<file path="src/rtl/s3rp_pkg.sv">
// Package for the SHA-256 three-round precompute block.
// Holds word types, round constants and the round function.
// No dependencies.
package s3rp_pkg;

  localparam int unsigned WordW  = 32;
  localparam int unsigned Rounds = 3;
  localparam int unsigned RoundIdxW = $clog2(Rounds);

  typedef logic [WordW-1:0] word_t;

  // Round constants K0 to K2
  localparam word_t RoundK [Rounds] = '{
    32'h428a2f98, 32'h71374491, 32'hb5c0fbcf
  };

  typedef struct packed {
    word_t mid_a;
    word_t mid_b;
    word_t mid_c;
    word_t mid_d;
    word_t mid_e;
    word_t mid_f;
    word_t mid_g;
    word_t mid_h;
    word_t msg_word0;
    word_t msg_word1;
    word_t msg_word2;
  } in_word_t;

  typedef struct packed {
    word_t out_a;
    word_t out_b;
    word_t out_c;
    word_t out_d;
    word_t out_e;
    word_t out_f;
    word_t out_g;
    word_t out_h;
  } out_word_t;

  typedef struct packed {
    word_t a;
    word_t b;
    word_t c;
    word_t d;
    word_t e;
    word_t f;
    word_t g;
    word_t h;
  } state_t;

  // Word handed from cell to cell: working state and the schedule words
  typedef struct packed {
    state_t               st;
    logic [Rounds-1:0][WordW-1:0] msg;
  } cell_word_t;

  function automatic word_t rotr(input word_t x, input int unsigned n);
    rotr = (x >> n) | (x << (WordW - n));
  endfunction

  function automatic word_t big_sigma0(input word_t x);
    big_sigma0 = rotr(x, 2) ^ rotr(x, 13) ^ rotr(x, 22);
  endfunction

  function automatic word_t big_sigma1(input word_t x);
    big_sigma1 = rotr(x, 6) ^ rotr(x, 11) ^ rotr(x, 25);
  endfunction

  function automatic word_t choose(input word_t x, input word_t y, input word_t z);
    choose = (x & y) ^ (~x & z);
  endfunction

  function automatic word_t majority(input word_t x, input word_t y, input word_t z);
    majority = (x & y) ^ (x & z) ^ (y & z);
  endfunction

  // One compression round; sums wrap at the word width
  function automatic state_t sha_round(input state_t s, input word_t k, input word_t w);
    word_t  t1;
    word_t  t2;
    state_t r;
    t1 = s.h + big_sigma1(s.e) + choose(s.e, s.f, s.g) + k + w;
    t2 = big_sigma0(s.a) + majority(s.a, s.b, s.c);
    r.h = s.g;
    r.g = s.f;
    r.f = s.e;
    r.e = s.d + t1;
    r.d = s.c;
    r.c = s.b;
    r.b = s.a;
    r.a = t1 + t2;
    sha_round = r;
  endfunction

endpackage

</file>
<file path="src/rtl/s3rp_if.sv">
// Channel interfaces for the SHA-256 three-round precompute block.
// Depends on s3rp_pkg.
interface s3rp_in_if import s3rp_pkg::*; ();
  logic     valid;
  logic     ready;
  in_word_t data;

  modport source (output valid, output data, input ready);
  modport sink   (input valid, input data, output ready);
endinterface

interface s3rp_out_if import s3rp_pkg::*; ();
  logic      valid;
  logic      ready;
  out_word_t data;

  modport source (output valid, output data, input ready);
  modport sink   (input valid, input data, output ready);
endinterface

</file>
<file path="src/rtl/sha256_three_round_precompute.sv">
// Top level of the SHA-256 three-round precompute block.
// Depends on s3rp_pkg, s3rp_if and s3rp_round_cell.
//
// Takes a midstate (a to h) and three message words and returns the working
// variables after SHA-256 rounds 0, 1 and 2. Three round cells in a chain,
// each one register stage, do one round apiece, and one word is accepted
// every cycle while the output side takes results. Each cell drains into
// the next, so a stall at the output backs up through the chain without
// loss.
// No state is kept between words and there is nothing to configure.
module sha256_three_round_precompute
  import s3rp_pkg::*;
(
  input  logic       clk,
  input  logic       rst_n,
  s3rp_in_if.sink    in_chan,
  s3rp_out_if.source out_chan
);

  logic       valid_c [Rounds+1];
  logic       ready_c [Rounds+1];
  cell_word_t word_c  [Rounds+1];

  // Unpack the input word into the chain format
  assign valid_c[0]        = in_chan.valid;
  assign in_chan.ready     = ready_c[0];
  assign word_c[0].st.a    = in_chan.data.mid_a;
  assign word_c[0].st.b    = in_chan.data.mid_b;
  assign word_c[0].st.c    = in_chan.data.mid_c;
  assign word_c[0].st.d    = in_chan.data.mid_d;
  assign word_c[0].st.e    = in_chan.data.mid_e;
  assign word_c[0].st.f    = in_chan.data.mid_f;
  assign word_c[0].st.g    = in_chan.data.mid_g;
  assign word_c[0].st.h    = in_chan.data.mid_h;
  assign word_c[0].msg[0]  = in_chan.data.msg_word0;
  assign word_c[0].msg[1]  = in_chan.data.msg_word1;
  assign word_c[0].msg[2]  = in_chan.data.msg_word2;

  // Chain of round cells
  for (genvar i = 0; i < Rounds; i++) begin : g_cell
    s3rp_round_cell u_cell (
      .clk       (clk),
      .rst_n     (rst_n),
      .round_idx (RoundIdxW'(i)),
      .up_valid  (valid_c[i]),
      .up_ready  (ready_c[i]),
      .up_word   (word_c[i]),
      .dn_valid  (valid_c[i+1]),
      .dn_ready  (ready_c[i+1]),
      .dn_word   (word_c[i+1])
    );
  end

  // Drive the result word from the last cell
  assign out_chan.valid      = valid_c[Rounds];
  assign ready_c[Rounds]     = out_chan.ready;
  assign out_chan.data.out_a = word_c[Rounds].st.a;
  assign out_chan.data.out_b = word_c[Rounds].st.b;
  assign out_chan.data.out_c = word_c[Rounds].st.c;
  assign out_chan.data.out_d = word_c[Rounds].st.d;
  assign out_chan.data.out_e = word_c[Rounds].st.e;
  assign out_chan.data.out_f = word_c[Rounds].st.f;
  assign out_chan.data.out_g = word_c[Rounds].st.g;
  assign out_chan.data.out_h = word_c[Rounds].st.h;

endmodule

</file>
<file path="src/rtl/s3rp_round_cell.sv">
// One round cell of the precompute chain: applies a single SHA-256 round
// and holds the result in a register. Depends on s3rp_pkg.
module s3rp_round_cell
  import s3rp_pkg::*;
(
  input  logic                 clk,
  input  logic                 rst_n,
  input  logic [RoundIdxW-1:0] round_idx,
  input  logic                 up_valid,
  output logic                 up_ready,
  input  cell_word_t           up_word,
  output logic                 dn_valid,
  input  logic                 dn_ready,
  output cell_word_t           dn_word
);

  logic       valid_r;
  cell_word_t word_r;
  cell_word_t word_nxt;

  // Take a new word whenever the register is empty or being drained
  assign up_ready = !valid_r || dn_ready;

  // Apply this cell's round; schedule words pass on unchanged
  always_comb begin
    word_nxt     = up_word;
    word_nxt.st  = sha_round(up_word.st, RoundK[round_idx], up_word.msg[round_idx]);
  end

  // Hold the valid flag
  always_ff @(posedge clk) begin
    if (!rst_n) begin
      valid_r <= 1'b0;
    end else if (up_ready) begin
      valid_r <= up_valid;
    end
  end

  // Load the payload on each accepted word
  always_ff @(posedge clk) begin
    if (up_valid && up_ready) begin
      word_r <= word_nxt;
    end
  end

  assign dn_valid = valid_r;
  assign dn_word  = word_r;

endmodule
</file>
<file path="src/flat_wrapper.sv">
// flat-port wrapper written by rule: the top's interface ports become plain ports
module sha256_three_round_precompute_flat import s3rp_pkg::*;
  (clk, rst_n, in_chan_valid, in_chan_data, in_chan_ready, out_chan_valid, out_chan_data, out_chan_ready);
  s3rp_in_if in_chan_i ();
  s3rp_out_if out_chan_i ();
  input  logic clk;
  input  logic rst_n;
  input wire logic [$bits(in_chan_i.valid)-1:0] in_chan_valid;
  input wire logic [$bits(in_chan_i.data)-1:0] in_chan_data;
  output wire logic [$bits(in_chan_i.ready)-1:0] in_chan_ready;
  output wire logic [$bits(out_chan_i.valid)-1:0] out_chan_valid;
  output wire logic [$bits(out_chan_i.data)-1:0] out_chan_data;
  input wire logic [$bits(out_chan_i.ready)-1:0] out_chan_ready;
  assign in_chan_i.valid = in_chan_valid;
  assign in_chan_i.data = in_chan_data;
  assign in_chan_ready = in_chan_i.ready;
  assign out_chan_valid = out_chan_i.valid;
  assign out_chan_data = out_chan_i.data;
  assign out_chan_i.ready = out_chan_ready;
  sha256_three_round_precompute u_core (.clk(clk), .rst_n(rst_n), .in_chan(in_chan_i), .out_chan(out_chan_i));
endmodule
</file>
<file path="config.mk">
export PLATFORM = sky130hd
export DESIGN_NAME = sha256_three_round_precompute_flat
export DESIGN_NICKNAME = d
export VERILOG_FILES = /design/src/rtl/s3rp_pkg.sv /design/src/rtl/s3rp_if.sv /design/src/rtl/sha256_three_round_precompute.sv /design/src/rtl/s3rp_round_cell.sv /design/src/flat_wrapper.sv
export SDC_FILE = /design/constraint.sdc
export NUM_CORES = 2
export LEC_CHECK = 0
export ABC_AREA = 0
export BUFFER_PORTS_ARGS = -buffer_cell sky130_fd_sc_hd__buf_4
export CAP_MARGIN = 20
export CORE_MARGIN = 5
export CORE_UTILIZATION = 40
export CTS_BUF_LIST = sky130_fd_sc_hd__clkbuf_4
export DETAILED_ROUTE_END_ITERATION = 10
export SETUP_SLACK_MARGIN = 0.4
export SLEW_MARGIN = 30
export SYNTH_ARGS = -nofsm -noshare
export SYNTH_HDL_FRONTEND = slang
export SYNTH_SLANG_ARGS = --single-unit
</file>
<file path="constraint.sdc">
create_clock -name clk -period 22 [get_ports clk]
set_input_delay 1.1 -clock clk [delete_from_list [all_inputs] [get_ports clk]]
set_output_delay 1.1 -clock clk [all_outputs]
set_load 0.03 [all_outputs]
</file>
==> results.py <==
metrics = {
    "die": {
        "dieArea_sq_mm": 0.140,
        "ioPinCount": 614,
        "coreArea_sq_mm": 0.132,
        "die_y_microns": 374,
        "dieWidth_microns": 374,
        "rows": 133,
        "start_util": 0.403,
    },
    "synthesis": {
        "async_flop_share": 0,
        "synth_cells": 4209,
        "synth-seq-cells": 867,
        "synth_cell_types": 75,
        "yosys-top-cells-area": "edfxtp_1, fa_1, ha_1",
        "post_synth.cell_area_avg_sq_um": 12.6,
        "synthFlopType": "edfxtp_1",
        "yosys-top-cells-count": "edfxtp_1, inv_1, xnor2_1",
        "synth_area_sq_mm": 0.0531,
        "yosysTopAreaCell": "edfxtp_1",
        "synth_most_common_cell": "edfxtp_1",
        "ys_seq_area_frac": 0.489,
        "ys_warn_count": 0,
        "synth_nets": 5217,
        "synth_top_area_frac": 0.488,
        "synth_edf_count": 864,
    },
    "setup_path": {
        "critical_path_class": "reg2reg",
        "cp.required_ns": 22.99,
        "path_buf_inv": 5,
        "arrival_ns": 9.51,
        "worstPathMaxFanout": 5,
        "r2r_slack_ns": 13.48,
        "startpoint_type": "flip-flop",
        "crit_family": "compound AO/OA/AOI/OAI gates",
        "crit_path_frequent_cell": "inv_1",
        "slowest_delay_ns": 0.63,
        "critPathCaptureType": "flip-flop",
        "crit_slowest_cell": "edfxtp_1",
    },
    "sta": {
        "fin_crit_sh": 0.387,
        "worstMarginPinSlew_ns": 1.04,
        "slew_violations": 0,
        "period_minus_slack_ns": 8.52,
        "setup_tns_ns": 0,
        "skew_ns": 0.115,
        "fmax_mhz": 117,
        "setup_violations": 0,
        "layout_setup_ws_ns": 13.48,
        "slew_headroom": 0.301,
        "hold_viol": 0,
        "grt_setup_unrepaired": "false",
    },
    "grt": {
        "grt.total_usage": 0.282,
        "grt_max_degree": 165,
        "grt_pass1_vias": 37658,
        "grt_antenna_before_repair": 21,
        "grt-ovfl-total": 0,
        "grt_pass1_wl_mm": 278,
    },
    "clock_tree": {
        "htreeDepth": 4,
        "cts_tree": "done",
        "cts_resized": 0,
        "root_buffer": "clkbuf_4",
        "cts_sinks": 867,
        "cts_buffers": 229,
        "clockBufferDepth": 3,
        "clk_latency_ns": 1.27,
        "clkTransAtPathRegs_ns": 0.07,
    },
    "layout": {
        "final_cell_count_no_fill": 7188,
        "area_delta_synth_final_pct": 22.2,
        "layout.nets": 6241,
        "fin_util": 0.492,
        "nFillCells": 11939,
        "final_layout_size_suffix_gt1_frac": 0.192,
    },
    "route": {
        "drtPass1Iterations": 6,
        "routed_via_density": 5.27,
        "wl_per_cell_microns": 28.1,
        "drc": 0,
        "drt_iter0_drc": 3912,
        "totalWireLength_mm": 202,
        "antenna_left": 0,
        "vias": 37914,
    },
    "flow_run": {
        "max_cap_violations": 0,
    },
    "placement": {
        "io_buffers": 613,
        "dpl.hpwl_mm": 165,
        "place_ws_ns": 13.29,
        "dp_cells": 6561,
        "place_congestion": 0.947,
    },
    "hold_path": {
        "hold_class": "in2reg",
    },
    "run_status": {
        "status": "finished, final reports clean",
    },
}
[final cells by class]
class | instances | area [sq um] | share of cell area
flip-flops and latches | 867 | 26000 | 0.401
multi-input cells | 2706 | 24800 | 0.382
repair buffers | 821 | 6700 | 0.103
clock buffers | 304 | 2280 | 0.0352
inverters | 608 | 2280 | 0.0352
well taps | 1755 | 2200 | 0.0338
clock inverters | 114 | 619 | 0.00954
diodes | 13 | 32.5 | 0.000501
[worst paths after layout]
check / startpoint / end / cells past startpoint
setup / recovery: u_core.g_cell[1].u_cell.dn_word[204]$_DFFE_PP_ / u_core.g_cell[2].u_cell.dn_word[351]$_DFFE_PP_ / 34
hold / removal: in_chan_data[8] / u_core.g_cell[0].u_cell.dn_word[72]$_DFFE_PP_ / 1
setup reg to reg: u_core.g_cell[1].u_cell.dn_word[204]$_DFFE_PP_ / u_core.g_cell[2].u_cell.dn_word[351]$_DFFE_PP_ / 34
hold reg to reg: u_core.g_cell[0].u_cell.dn_word[66]$_DFFE_PP_ / u_core.g_cell[1].u_cell.dn_word[66]$_DFFE_PP_ / 0
[routing by layer]
layer  vias to the layer above  track usage  part of all wire  wire [microns]
li1                      16930            -                 -               -
met1                     18807        0.381              0.41           83200
met2                      1853        0.454              0.47           94500
met3                       324       0.0561             0.086           17300
met4                         0       0.0980             0.036            7220
met5                         -            0                 0               0
[what timing repair did]
action / CTS / global route
endpoints found under the setup margin: 0 / 0
hold endpoints to repair: 195 / 0
hold buffers: 195 / 0
buffers inserted: 0 / 0
[kinds of logic after synthesis]
group / Yosys count / synth area share
compound gates: 822 / 0.0995
flops: 867 / 0.489
mux: 97 / 0.0193
fa+ha+maj: 671 / 0.197
simple gates: 458 / 0.0412
buf+inv: 636 / 0.0449
xor+xnor: 658 / 0.108
[worst reg2reg max path: cells and delay by family (launching register included)]
family	cells	cell delay [ns]
compound gates	16	3.62
xor+xnor	4	0.96
fa+ha+maj	6	2.29
buf+inv	5	0.32
flops	1	0.63
simple gates	3	0.48
[cell usage in the layout, fill, tap and decap left out, types with 7 or more instances in the layout]
master / synthesis / routed
a211oi_1: 16 / 16
a21o_1: 207 / 207
a21oi_1: 216 / 216
a31oi_1: 13 / 12
and2_1: 8 / 8
and3_1: 18 / 18
buf_4: 0 / 621
clkbuf_4: 0 / 304
clkinv_1: 0 / 80
clkinv_2: 0 / 18
diode_2: 0 / 13
dlygate4sd3_1: 0 / 195
edfxtp_1: 864 / 864
fa_1: 283 / 283
ha_1: 369 / 369
inv_1: 608 / 608
maj3_1: 19 / 19
mux2_2: 42 / 42
mux2i_1: 55 / 55
nand2_1: 112 / 112
nand2b_1: 28 / 28
nand3_1: 49 / 49
nand4_1: 15 / 15
nor2_1: 129 / 129
nor2b_1: 29 / 28
nor3_1: 35 / 35
nor4_1: 7 / 7
o211ai_1: 10 / 10
o21a_1: 39 / 39
o21ai_0: 190 / 187
o21ai_1: 5 / 8
o21bai_1: 35 / 35
o31ai_1: 8 / 8
or2_2: 8 / 8
xnor2_1: 424 / 423
xor2_1: 234 / 234
[metrics by stage]
step	instance area [sq um]	hold slack (ns)
4_1_cts	64800	0.00298
5_1_grt	64900	0.0185
2_1_floorplan	53100	0.400
6_report	64900	0.118
3_3_place_gp	60000	0.401
3_5_place_dp	60000	0.405
[sequential cells by signal (all words and copies together) (netlist names)]
register and cells:
u_core.g_cell.u_cell.dn_valid 3, u_core.g_cell.u_cell.dn_word 864
Power is not shown: default switching activity piles up to over one toggle a cycle in this logic, so the estimate is an artifact.
